--- config.mk ---
export PLATFORM = sky130hd
export DESIGN_NAME = percent_url_decoder_unit
export DESIGN_NICKNAME = d
export VERILOG_FILES = /design/src/sv/pud_pkg.sv /design/src/sv/pud_front.sv /design/src/sv/pud_queue.sv /design/src/sv/pud_back.sv /design/src/sv/percent_url_decoder_unit.sv
export SDC_FILE = /design/constraint.sdc
export NUM_CORES = 1
export LEC_CHECK = 0
export BUFFER_PORTS_ARGS = -buffer_cell sky130_fd_sc_hd__buf_2
export CORE_ASPECT_RATIO = 0.75
export CORE_MARGIN = 2
export CORE_UTILIZATION = 65
export CTS_CLUSTER_DIAMETER = 120
export DETAILED_ROUTE_END_ITERATION = 8
export MAX_ROUTING_LAYER = met4
export PLACE_DENSITY = 0.83
export SLEW_MARGIN = 20
export SYNTH_ARGS = -nofsm -noshare
export SYNTH_HDL_FRONTEND = slang
export SYNTH_HIERARCHICAL = 1
export SYNTH_SLANG_ARGS = --single-unit
--- constraint.sdc ---
create_clock -name aclk -period 10.8 [get_ports aclk]
set_clock_uncertainty 0.15 [all_clocks]
set_input_delay 1.08 -clock aclk [delete_from_list [all_inputs] [get_ports aclk]]
set_output_delay 1.08 -clock aclk [all_outputs]
set_load 0.05 [all_outputs]
--- src/sv/pud_pkg.sv ---
package pud_pkg;

    // One request on the input channel: a raw byte of the encoded string.
    typedef struct packed {
        logic [7:0] char_in;
        logic       is_final;
    } in_t;

    // One decoded byte on the result channel.
    typedef struct packed {
        logic [7:0] byte_out;
        logic       run_last;
        logic       string_end;
    } out_t;

    // A single input byte can produce at most three decoded bytes.
    localparam int unsigned MAX_RUN = 3;

    typedef logic [1:0] run_cnt_t;

    // The decoded bytes caused by one input request, in emission order.
    typedef struct packed {
        run_cnt_t                  count;
        logic [MAX_RUN-1:0][7:0]   run_bytes;
        logic                      fin;
    } run_t;

    typedef enum logic [1:0] {
        PH_IDLE    = 2'd0,
        PH_PERCENT = 2'd1,
        PH_DIGIT   = 2'd2
    } phase_t;

    localparam logic [7:0] CH_PLUS    = 8'h2B;
    localparam logic [7:0] CH_SPACE   = 8'h20;
    localparam logic [7:0] CH_PERCENT = 8'h25;

    function automatic logic is_hex(input logic [7:0] c);
        return (c inside {[8'h30:8'h39], [8'h41:8'h46], [8'h61:8'h66]});
    endfunction

    function automatic logic [3:0] hex_value(input logic [7:0] c);
        logic [7:0] v;
        v = 8'h00;
        if (c inside {[8'h30:8'h39]}) begin
            v = c - 8'h30;
        end else if (c inside {[8'h41:8'h46]}) begin
            v = c - 8'h37;
        end else if (c inside {[8'h61:8'h66]}) begin
            v = c - 8'h57;
        end
        return v[3:0];
    endfunction

endpackage

--- src/sv/pud_front.sv ---
module pud_front (
    input  logic            aclk,
    input  logic            aresetn,
    input  logic            s_valid,
    output logic            s_ready,
    input  pud_pkg::in_t    s_payload,
    output logic            push_valid,
    input  logic            push_ready,
    output pud_pkg::run_t   push_data
);

    pud_pkg::phase_t   phase_reg, phase_next;
    logic [7:0]        held_reg, held_next;
    logic              accept;
    logic              c_hex;
    logic [7:0]        c;
    logic              fin;
    logic              plain;
    pud_pkg::run_cnt_t cnt;
    logic [pud_pkg::MAX_RUN-1:0][7:0] slots;

    assign c       = s_payload.char_in;
    assign fin     = s_payload.is_final;
    assign c_hex   = pud_pkg::is_hex(c);
    assign s_ready = push_ready;
    assign accept  = s_valid && push_ready;

    // Escape tracking.
    always_comb begin
        phase_next = phase_reg;
        held_next  = held_reg;
        if (accept) begin
            case (phase_reg)
                pud_pkg::PH_PERCENT: begin
                    if (c_hex) begin
                        phase_next = pud_pkg::PH_DIGIT;
                        held_next  = c;
                    end else if (c == pud_pkg::CH_PERCENT) begin
                        phase_next = pud_pkg::PH_PERCENT;
                    end else begin
                        phase_next = pud_pkg::PH_IDLE;
                    end
                end
                pud_pkg::PH_DIGIT: begin
                    held_next = '0;
                    if (!c_hex && c == pud_pkg::CH_PERCENT) begin
                        phase_next = pud_pkg::PH_PERCENT;
                    end else begin
                        phase_next = pud_pkg::PH_IDLE;
                    end
                end
                default: begin
                    if (c == pud_pkg::CH_PERCENT) begin
                        phase_next = pud_pkg::PH_PERCENT;
                    end else begin
                        phase_next = pud_pkg::PH_IDLE;
                    end
                end
            endcase
            if (fin) begin
                phase_next = pud_pkg::PH_IDLE;
                held_next  = '0;
            end
        end
    end

    // Build the run of decoded bytes that this request produces.
    always_comb begin
        cnt   = '0;
        slots = '0;
        plain = 1'b1;
        case (phase_reg)
            pud_pkg::PH_PERCENT: begin
                if (c_hex) begin
                    plain = 1'b0;
                end else begin
                    slots[cnt] = pud_pkg::CH_PERCENT;
                    cnt        = cnt + 2'd1;
                end
            end
            pud_pkg::PH_DIGIT: begin
                if (c_hex) begin
                    plain      = 1'b0;
                    slots[cnt] = {pud_pkg::hex_value(held_reg), pud_pkg::hex_value(c)};
                    cnt        = cnt + 2'd1;
                end else begin
                    slots[cnt] = pud_pkg::CH_PERCENT;
                    cnt        = cnt + 2'd1;
                    slots[cnt] = held_reg;
                    cnt        = cnt + 2'd1;
                end
            end
            default: begin
            end
        endcase
        if (plain && c != pud_pkg::CH_PERCENT) begin
            slots[cnt] = (c == pud_pkg::CH_PLUS) ? pud_pkg::CH_SPACE : c;
            cnt        = cnt + 2'd1;
        end
        // At the end of a string any open escape is flushed literally.
        if (fin) begin
            if (phase_reg == pud_pkg::PH_PERCENT && c_hex) begin
                slots[cnt] = pud_pkg::CH_PERCENT;
                cnt        = cnt + 2'd1;
                slots[cnt] = c;
                cnt        = cnt + 2'd1;
            end else if (plain && c == pud_pkg::CH_PERCENT) begin
                slots[cnt] = pud_pkg::CH_PERCENT;
                cnt        = cnt + 2'd1;
            end
        end
    end

    assign push_valid          = accept && (cnt != '0);
    assign push_data.count     = cnt;
    assign push_data.run_bytes = slots;
    assign push_data.fin       = fin;

    always_ff @(posedge aclk) begin
        if (!aresetn) begin
            phase_reg <= pud_pkg::PH_IDLE;
            held_reg  <= '0;
        end else begin
            phase_reg <= phase_next;
            held_reg  <= held_next;
        end
    end

endmodule

--- src/sv/pud_queue.sv ---
module pud_queue #(
    parameter int DEPTH = 2
) (
    input  logic          aclk,
    input  logic          aresetn,
    input  logic          push_valid,
    output logic          push_ready,
    input  pud_pkg::run_t push_data,
    input  logic          pop,
    output logic          head_valid,
    output pud_pkg::run_t head_data
);

    localparam int AW = (DEPTH > 1) ? $clog2(DEPTH) : 1;
    localparam int CW = $clog2(DEPTH + 1);

    pud_pkg::run_t   mem [DEPTH];
    logic [AW-1:0]   wr_ptr_reg, wr_ptr_next;
    logic [AW-1:0]   rd_ptr_reg, rd_ptr_next;
    logic [CW-1:0]   count_reg, count_next;
    logic            do_push, do_pop;

    assign push_ready = (count_reg != CW'(DEPTH));
    assign head_valid = (count_reg != '0);
    assign head_data  = mem[rd_ptr_reg];
    assign do_push    = push_valid && push_ready;
    assign do_pop     = pop && head_valid;

    always_comb begin
        wr_ptr_next = wr_ptr_reg;
        rd_ptr_next = rd_ptr_reg;
        count_next  = count_reg;
        if (do_push) begin
            wr_ptr_next = (wr_ptr_reg == AW'(DEPTH - 1)) ? '0 : wr_ptr_reg + AW'(1);
        end
        if (do_pop) begin
            rd_ptr_next = (rd_ptr_reg == AW'(DEPTH - 1)) ? '0 : rd_ptr_reg + AW'(1);
        end
        if (do_push && !do_pop) begin
            count_next = count_reg + CW'(1);
        end else if (do_pop && !do_push) begin
            count_next = count_reg - CW'(1);
        end
    end

    always_ff @(posedge aclk) begin
        if (do_push) begin
            mem[wr_ptr_reg] <= push_data;
        end
    end

    always_ff @(posedge aclk) begin
        if (!aresetn) begin
            wr_ptr_reg <= '0;
            rd_ptr_reg <= '0;
            count_reg  <= '0;
        end else begin
            wr_ptr_reg <= wr_ptr_next;
            rd_ptr_reg <= rd_ptr_next;
            count_reg  <= count_next;
        end
    end

    a_count_bound: assert property (@(posedge aclk) disable iff (!aresetn)
        count_reg <= CW'(DEPTH))
        else $error("queue occupancy exceeds its depth");

    a_head_nonempty: assert property (@(posedge aclk) disable iff (!aresetn)
        head_valid |-> head_data.count != '0)
        else $error("queue holds a run with no bytes");

endmodule

--- src/sv/pud_back.sv ---
module pud_back (
    input  logic          aclk,
    input  logic          aresetn,
    input  logic          head_valid,
    input  pud_pkg::run_t head_data,
    output logic          pop,
    output logic          m_valid,
    input  logic          m_ready,
    output pud_pkg::out_t m_payload
);

    logic              m_valid_reg, m_valid_next;
    pud_pkg::out_t     m_data_reg, m_data_next;
    pud_pkg::run_cnt_t idx_reg, idx_next;
    logic              load;
    logic              last;

    assign last = (idx_reg == head_data.count - 2'd1);
    assign load = head_valid && (!m_valid_reg || m_ready);
    assign pop  = load && last;

    always_comb begin
        m_valid_next = m_valid_reg;
        m_data_next  = m_data_reg;
        idx_next     = idx_reg;
        if (load) begin
            m_valid_next           = 1'b1;
            m_data_next.byte_out   = head_data.run_bytes[idx_reg];
            m_data_next.run_last   = last;
            m_data_next.string_end = last && head_data.fin;
            idx_next               = last ? '0 : idx_reg + 2'd1;
        end else if (m_ready) begin
            m_valid_next = 1'b0;
        end
    end

    always_ff @(posedge aclk) begin
        if (!aresetn) begin
            m_valid_reg <= 1'b0;
            idx_reg     <= '0;
        end else begin
            m_valid_reg <= m_valid_next;
            idx_reg     <= idx_next;
        end
    end

    always_ff @(posedge aclk) begin
        m_data_reg <= m_data_next;
    end

    assign m_valid   = m_valid_reg;
    assign m_payload = m_data_reg;

    a_idx_in_range: assert property (@(posedge aclk) disable iff (!aresetn)
        head_valid |-> idx_reg < head_data.count)
        else $error("byte index runs past the current run");

    a_idx_idle: assert property (@(posedge aclk) disable iff (!aresetn)
        !head_valid |-> idx_reg == '0)
        else $error("byte index not rewound while no run is pending");

    a_end_is_last: assert property (@(posedge aclk) disable iff (!aresetn)
        m_valid_reg && m_data_reg.string_end |-> m_data_reg.run_last)
        else $error("string end flagged on a byte that does not close its run");

endmodule

--- src/sv/percent_url_decoder_unit.sv ---
// Decoded bytes are written into the queue and then loaded into the output register.
// Throughput: one input request per clock while the queue has room; the output side sends one decoded
// byte per clock while the consumer accepts, so the 0 to 3 bytes of one request leave one at a time.
// A queue of QUEUE_DEPTH runs between the classifier and the output stage absorbs such bursts.
// Reset: synchronous, active low on aresetn; no escape is pending and the queue is empty after it.
module percent_url_decoder_unit #(
    parameter int QUEUE_DEPTH = 2
) (
    input  logic          aclk,
    input  logic          aresetn,
    input  logic          s_valid,
    output logic          s_ready,
    input  pud_pkg::in_t  s_payload,
    output logic          m_valid,
    input  logic          m_ready,
    output pud_pkg::out_t m_payload
);

    // The front end tracks the escape state and turns each input request into a run of
    // zero to three decoded bytes. Requests that only open or extend an escape produce no
    // run and never touch the queue.
    logic          push_valid;
    logic          push_ready;
    pud_pkg::run_t push_data;

    // The queue decouples classification from emission, so a stalled consumer only blocks
    // the input once the queue is full.
    logic          head_valid;
    pud_pkg::run_t head_data;
    logic          pop;

    pud_front u_front (
        .aclk       (aclk),
        .aresetn    (aresetn),
        .s_valid    (s_valid),
        .s_ready    (s_ready),
        .s_payload  (s_payload),
        .push_valid (push_valid),
        .push_ready (push_ready),
        .push_data  (push_data)
    );

    pud_queue #(
        .DEPTH (QUEUE_DEPTH)
    ) u_queue (
        .aclk       (aclk),
        .aresetn    (aresetn),
        .push_valid (push_valid),
        .push_ready (push_ready),
        .push_data  (push_data),
        .pop        (pop),
        .head_valid (head_valid),
        .head_data  (head_data)
    );

    // The back end walks the run at the queue head into the output register one byte per clock while
    // the consumer accepts, marking the last byte of each run and the final byte of the string.
    pud_back u_back (
        .aclk       (aclk),
        .aresetn    (aresetn),
        .head_valid (head_valid),
        .head_data  (head_data),
        .pop        (pop),
        .m_valid    (m_valid),
        .m_ready    (m_ready),
        .m_payload  (m_payload)
    );

endmodule

==> results of run 1 <==
[where the power goes]
part	leakage [nW]	total (mW)	internal, mW	switching [mW]
combinational	0.994	0.296	0.102	0.194
clock	0.0970	0.214	0.106	0.108
sequential	0.749	0.452	0.422	0.0308
total	1.84	0.963	0.630	0.333
[cell families (layout without fill, tap and decap cells)]
group	Yosys count	in the layout	synth area share [%]
XOR/XNOR	9	9	1.67
adder cells (fa/ha/maj)	19	19	5.03
flip-flops	82	82	48.2
multiplexers	38	38	8.78
AND/OR/NAND/NOR	122	122	13.8
AO/OA/AOI/OAI	122	122	18.1
buffers and inverters	42	63	4.36
[per-stage QoR]
stage	instance area (sq um)	utilization [%]	power, mW
floorplan	4730	-	0.688
global placement	4860	70.2	0.742
detailed placement	4860	70.2	0.753
CTS	5050	72.9	0.967
global route	5050	73.0	1.01
finish	5050	73.0	0.963
[Yosys cell counts (3+ instances only)]
cell type	count	area share, %
xor2_1	3	0.56
nor2b_1	4	0.53
nand2b_1	12	1.6
a21boi_1	3	0.48
a22o_1	3	0.56
mux2i_1	10	2.1
o21ai_1	12	1.3
nand2_1	35	2.8
o31a_1	3	0.56
nand4_1	3	0.40
clkbuf_1	7	0.56
and3_1	3	0.40
o22ai_1	3	0.40
nand3_1	14	1.5
xnor2_1	6	1.1
a22oi_1	9	1.4
a21boi_0	9	1.4
buf_6	3	0.71
buf_2	5	0.53
inv_1	21	1.7
and2_1	14	1.9
mux2_2	28	6.7
a21oi_1	23	2.4
buf_4	5	0.79
edfxtp_1	64	41
dfxtp_1	18	7.6
nor3_1	4	0.42
ha_1	19	5.0
nor2_1	15	1.2
o21a_1	3	0.48
o21ai_0	20	2.1
a32oi_1	4	0.74
[worst max path at each step]
stage                     slack (ns)          from  cells past startpoint                 end
after CTS                       4.53  s_payload[1]                     17  u_queue/mem[0][18]
final                           4.31  s_payload[1]                     17  u_queue/mem[0][18]
after floorplan                 5.36  s_payload[1]                     15   u_queue/mem[1][0]
after detailed placement        4.16  s_payload[1]                     17   u_queue/mem[0][4]
after global placement          4.35  s_payload[1]                     17  u_queue/mem[0][17]
after global routing            3.98  s_payload[1]                     17  u_queue/mem[0][18]
[layout by cell type, fill, tap and decap left out, types with 6 or more instances in the layout]
master	count
a21oi_1	23
nand2_1	35
o21ai_1	12
edfxtp_1	64
o21ai_0	20
mux2_2	28
a22oi_1	9
inv_1	21
mux2i_1	10
and2_1	14
dfxtp_1	18
nand3_1	14
nand2b_1	12
nor2_1	15
buf_2	24
xnor2_1	6
a21boi_0	9
ha_1	19
clkbuf_8	9
[final cells by class]
cell class,instances,area (sq um)
inverter,21,78.8
tap,98,123
clock inverter,7,68.8
sequential,82,2280
multi-input combinational,310,2240
timing repair buffer,26,135
fill,489,1870
clock buffer,9,124
[metal layers]
metal  GRT usage, %  routed length, microns  up-vias
met5              -                       0        -
met4           8.13                     144        0
met3           10.9                    1350       22
met2           42.4                    4980      210
met1           43.3                    4760     1720
li1               -                       -     1654
[critical path, delay by kind of cell]
| kind | cells | cell delay [ns] |
|---|---|---|
| AO/OA/AOI/OAI | 6 | 2.08 |
| adder cells (fa/ha/maj) | 3 | 1.10 |
| buffers and inverters | 3 | 1.25 |
| AND/OR/NAND/NOR | 5 | 0.76 |
==> results.py, run 1 <==
metrics = {
    "clock_tree": {
        "clk_pin_slew_ns": 0.08,
        "clk_latency_ns": 0.35,
        "numCtsBuffers": 9,
        "cts_tree": "done",
        "clock-sinks": 82,
        "post_cts_resized": 0,
        "clock_path_buffers": 2,
        "cts_setup_buffers": 0,
        "htreeDepth": 3,
        "postCtsHoldBufs": 0,
        "cts_root_buf": "clkbuf_8",
    },
    "setup_path": {
        "r2r_end": "u_queue/mem[0][18]",
        "critPathMaxFanout": 27,
        "cp.required_ns": 10.61,
        "r2r_start": "u_front/phase_reg[0]",
        "slowest_stage": "inv_1",
        "start_kind": "input port",
        "r2r_slack_ns": 5.80,
        "crit_chain": "buf_2 -> inv_1 -> ha_1 -> nor3b_1 -> o21ai_1 -> nand3_1 -> nand2_1 -> a21boi_1 -> ha_1 -> a22oi_1 -> ha_1 -> nor3_1 -> o32ai_1 -> o311a_2 -> o21ba_1 -> nand3b_1 -> inv_1",
        "path_class": "input port to register",
        "critPathMaxStageDelay_ns": 0.82,
        "r2r_cells": 12,
        "crit_path_frequent_cell": "ha_1",
        "arrival_ns": 6.30,
        "end_kind": "register",
    },
    "finish": {
        "finalNetCount": 482,
        "syn2layout_area_growth_pct": 6.85,
        "final_layout_size_suffix_gt1_share_pct": 19.3,
        "diodes": 0,
        "final_cells": 553,
        "largest_reg_flops": 54,
    },
    "sta": {
        "hold_slack_ns": 0.356,
        "worstMarginPinSlew_ns": 1.12,
        "fin_ws_ns": 4.31,
        "finalCriticalPeriod_ns": 6.49,
        "hold_viol_final": 0,
        "fin_crit_sh_pct": 60.1,
        "timing.slew.headroom_pct": 25.2,
        "rsz0062_at_grt": "no",
        "clock.fmax_mhz": 154,
        "setup_viol": 0,
        "setup_tns_ns": 0,
        "slew_viol_final": 0,
    },
    "power": {
        "power.ir.vdd_worst_mv": 0.169,
        "p_per_area_mw_per_mm2": 190,
        "p_leak_nw": 1.84,
    },
    "route": {
        "wl_per_cell_microns": 20.3,
        "vias_per_cell": 6.52,
        "wl_microns": 11200,
        "drc": 0,
        "num_vias": 3606,
        "drt.antenna.violating_nets": 0,
        "dr.pass1.iters": 5,
        "drtIter0Drc": 407,
    },
    "worst_hold_path": {
        "hold_depth": 2,
        "min_from": "u_front/held_reg[7]",
        "hold_class": "register to register",
        "min_to": "u_front/held_reg[7]",
    },
    "grt": {
        "antenna_found_initial": 0,
        "grt.total_usage_pct": 30.7,
        "grt_start_max_net_pins": 28,
        "grt_pass1_vias": 3277,
        "grt-ovfl-total": 0,
        "grt_pass1_wl_microns": 17500,
    },
    "yosys": {
        "synth-main-ff-cell": "edfxtp_1",
        "avgSynthCellArea_sq_um": 10.9,
        "synth_cell_types": 71,
        "ys_ff_latch": 82,
        "syn-cell-area_sq_mm": 0.00473,
        "yosysWarningCount": 6,
        "synth_seq_area_share_pct": 48.2,
        "syn_inst": 434,
        "synth_edf_count": 64,
        "syn_nets": 466,
        "ys_async_sr_fraction_pct": 0,
    },
    "placed_design": {
        "place.port_buffers": 24,
        "dp_hpwl_microns": 7980,
        "pre_cts_slack_ns": 4.16,
        "gp_congestion": 1.00,
        "placedCellCount": 537,
    },
    "floorplan": {
        "core_sq_mm": 0.00693,
        "dieArea_sq_mm": 0.00798,
        "rows": 26,
        "die_w_microns": 103,
        "num_io_pins": 25,
        "dieHeight_microns": 77.9,
        "initial_core_util_pct": 68.3,
    },
    "flow_run": {
        "maxCapViolCount": 0,
    },
    "outcome": {
        "status": "completed",
    },
}
No activity file was read; power rests on OpenSTA's default activity.
==> run 2: changes to the inputs <==
- ABC_AREA: default -> 1
- CORE_UTILIZATION: 65 -> 56
- PLACE_DENSITY: 0.83 -> 0.76
- clock period: 10.8 -> 5.7 ns (I/O delays scaled with it)
==> results.py, run 2 <==
metrics = {
    "yosys": {
        "ys_ff_latch": 82,
        "avgSynthCellArea_sq_um": 8.97,
        "syn-cell-area_sq_mm": 0.00492,
        "yosysWarningCount": 6,
        "synth.most_common_cell": "nand2_1",
        "synthAdderAreaFrac_pct": 4.83,
        "synth-main-ff-cell": "edfxtp_1",
        "synth_seq_area_share_pct": 46.4,
        "syn_nets": 580,
        "synth_cell_types": 41,
        "yosys.area.top_type": "edfxtp_1",
        "yosys.area.top_type_share_pct": 39.1,
        "synth_compound_area_share_pct": 10.5,
        "synth_area_leaders": "edfxtp_1 (39%), nand2_1 (8.7%), dfxtp_1 (7.3%)",
        "synth_xor_area_share_pct": 0.178,
        "ys_async_sr_fraction_pct": 0,
        "synth_edf_count": 64,
        "yosys-top-cells-count": "nand2_1 (114), edfxtp_1 (64), inv_1 (63), nor2_1 (57), nand3_1 (42)",
        "synthMuxAreaShare_pct": 7.71,
        "syn_inst": 548,
        "synth_simple_gate_area_share_pct": 22.2,
        "synth_top_family_by_area": "simple AND/OR/NAND/NOR gates",
    },
    "setup_path": {
        "r2r_cells": 19,
        "crit_path_frequent_cell": "nand2_1",
        "critPathMaxStageDelay_ns": 0.33,
        "r2r_slack_ns": 1.85,
        "end_kind": "register",
        "slowest_stage": "buf_4",
        "start_kind": "input port",
        "path_class": "input port to register",
        "r2r_start": "u_front/phase_reg[0]",
        "cp.required_ns": 5.54,
        "critPathMaxFanout": 27,
        "arrival_ns": 4.21,
        "r2r_end": "u_queue/mem[1][22]",
    },
    "route": {
        "drtIter0Drc": 421,
        "wl_microns": 12000,
        "drc": 0,
        "num_vias": 3903,
        "vias_per_cell": 5.71,
        "wl_per_cell_microns": 17.6,
        "dr.pass1.iters": 5,
        "drt.antenna.violating_nets": 0,
    },
    "floorplan": {
        "initial_core_util_pct": 57.9,
        "num_io_pins": 25,
        "dieHeight_microns": 85.2,
        "dieArea_sq_mm": 0.00955,
        "rows": 29,
        "core_sq_mm": 0.00849,
        "die_w_microns": 112,
    },
    "clock_tree": {
        "clock-sinks": 82,
        "clk_latency_ns": 0.33,
        "clock_path_buffers": 2,
        "post_cts_resized": 0,
        "cts_root_buf": "clkbuf_16",
        "numCtsBuffers": 9,
        "clk_pin_slew_ns": 0.06,
        "cts_tree": "done",
        "cts_setup_buffers": 0,
        "postCtsHoldBufs": 0,
        "htreeDepth": 3,
    },
    "worst_hold_path": {
        "min_from": "u_front/phase_reg[0]",
        "hold_class": "register to register",
        "hold_depth": 2,
        "min_to": "u_front/phase_reg[0]",
    },
    "finish": {
        "final_layout_size_suffix_gt1_share_pct": 18.1,
        "layout_common_cells": "nand2_1 (114), edfxtp_1 (64), inv_1 (63), nor2_1 (55), nand3_1 (42)",
        "nFillCells": 691,
        "syn2layout_area_growth_pct": 9.29,
        "diodes": 0,
        "finalNetCount": 603,
        "layout_commonest_cell": "nand2_1",
        "largest_reg_flops": 54,
    },
    "flow_run": {
        "maxCapViolCount": 0,
    },
    "grt": {
        "grt_start_max_net_pins": 28,
        "grt_pass1_vias": 3721,
        "antenna_found_initial": 0,
        "grt-ovfl-total": 0,
        "grt.total_usage_pct": 26.8,
        "grt_pass1_wl_microns": 19100,
    },
    "placed_design": {
        "place.port_buffers": 24,
        "gp_congestion": 1.00,
        "dp_hpwl_microns": 9000,
    },
    "sta": {
        "worstMarginPinSlew_ns": 0.518,
        "setup_tns_ns": 0,
        "hold_viol_final": 0,
        "timing.slew.headroom_pct": 65.4,
        "slew_viol_final": 0,
        "fin_crit_sh_pct": 76.7,
        "rsz0062_at_grt": "no",
        "clock.fmax_mhz": 229,
        "finalCriticalPeriod_ns": 4.37,
        "setup_viol": 0,
    },
    "power": {
        "p_total_mw": 2.13,
        "p_leak_nw": 2.28,
        "p_per_area_mw_per_mm2": 396,
        "power.ir.vdd_worst_mv": 0.352,
    },
    "outcome": {
        "status": "completed",
    },
}
[run 2: per-layer routing]
metal / global-route usage (%) / up-vias / share of wire, %
li1: - / 1890 / -
met1: 35.3 / 1828 / 44
met2: 42.3 / 161 / 46
met3: 5.00 / 24 / 7.5
met4: 8.98 / 0 / 2.3
met5: - / - / 0
[run 2: power by group]
group | switching [mW] | internal, mW
clock network | 0.231 | 0.343
registers | 0.0597 | 0.819
logic | 0.453 | 0.222
total | 0.744 | 1.38
[run 2: kinds of logic after synthesis]
family	after synthesis
xor+xnor	1
compound gates	89
mux	27
flops	82
fa+ha+maj	19
buf+inv	87
simple gates	243
[run 2: how the worst max path moves through the flow]
| stage | start | end | slack (ns) | cells past startpoint |
|---|---|---|---|---|
| floorplan | s_payload[2] | u_queue/mem[1][0] | 0.85 | 24 |
| global placement | s_payload[1] | u_queue/mem[1][24] | 1.16 | 25 |
| detailed placement | s_payload[1] | u_queue/mem[0][16] | 1.04 | 25 |
| CTS | s_payload[1] | u_queue/mem[1][3] | 1.39 | 25 |
| global route | s_payload[1] | u_queue/count_reg[1] | 1.03 | 29 |
| finish | s_payload[1] | u_queue/mem[1][22] | 1.33 | 25 |
[run 2: through the flow]
stage	setup slack, ns	util [%]	std cells	hold WS, ns	cell area, sq um
2_1_floorplan	0.845	-	548	0.308	4920
3_3_place_gp	1.16	59.7	668	0.325	5070
3_5_place_dp	1.04	59.7	668	0.337	5070
4_1_cts	1.39	63.3	684	0.345	5370
5_1_grt	1.03	63.3	684	0.364	5370
6_report	1.33	63.3	684	0.344	5370
[run 2: area by class of cell]
| class | count | area (sq um) | share of cell area (%) |
|---|---|---|---|
| timing repair buffer | 27 | 143 | 2.65 |
| sequential | 82 | 2280 | 42.5 |
| multi-input combinational | 379 | 2240 | 41.7 |
| clock inverter | 7 | 77.6 | 1.44 |
| clock buffer | 9 | 225 | 4.19 |
| inverter | 72 | 270 | 5.03 |
| tap | 108 | 135 | 2.51 |
[run 2: worst max-delay path: cells and delay by family]
family | cells | cell delay [ns]
simple gates | 13 | 1.48
buf+inv | 7 | 1.06
fa+ha+maj | 3 | 0.85
compound gates | 2 | 0.25
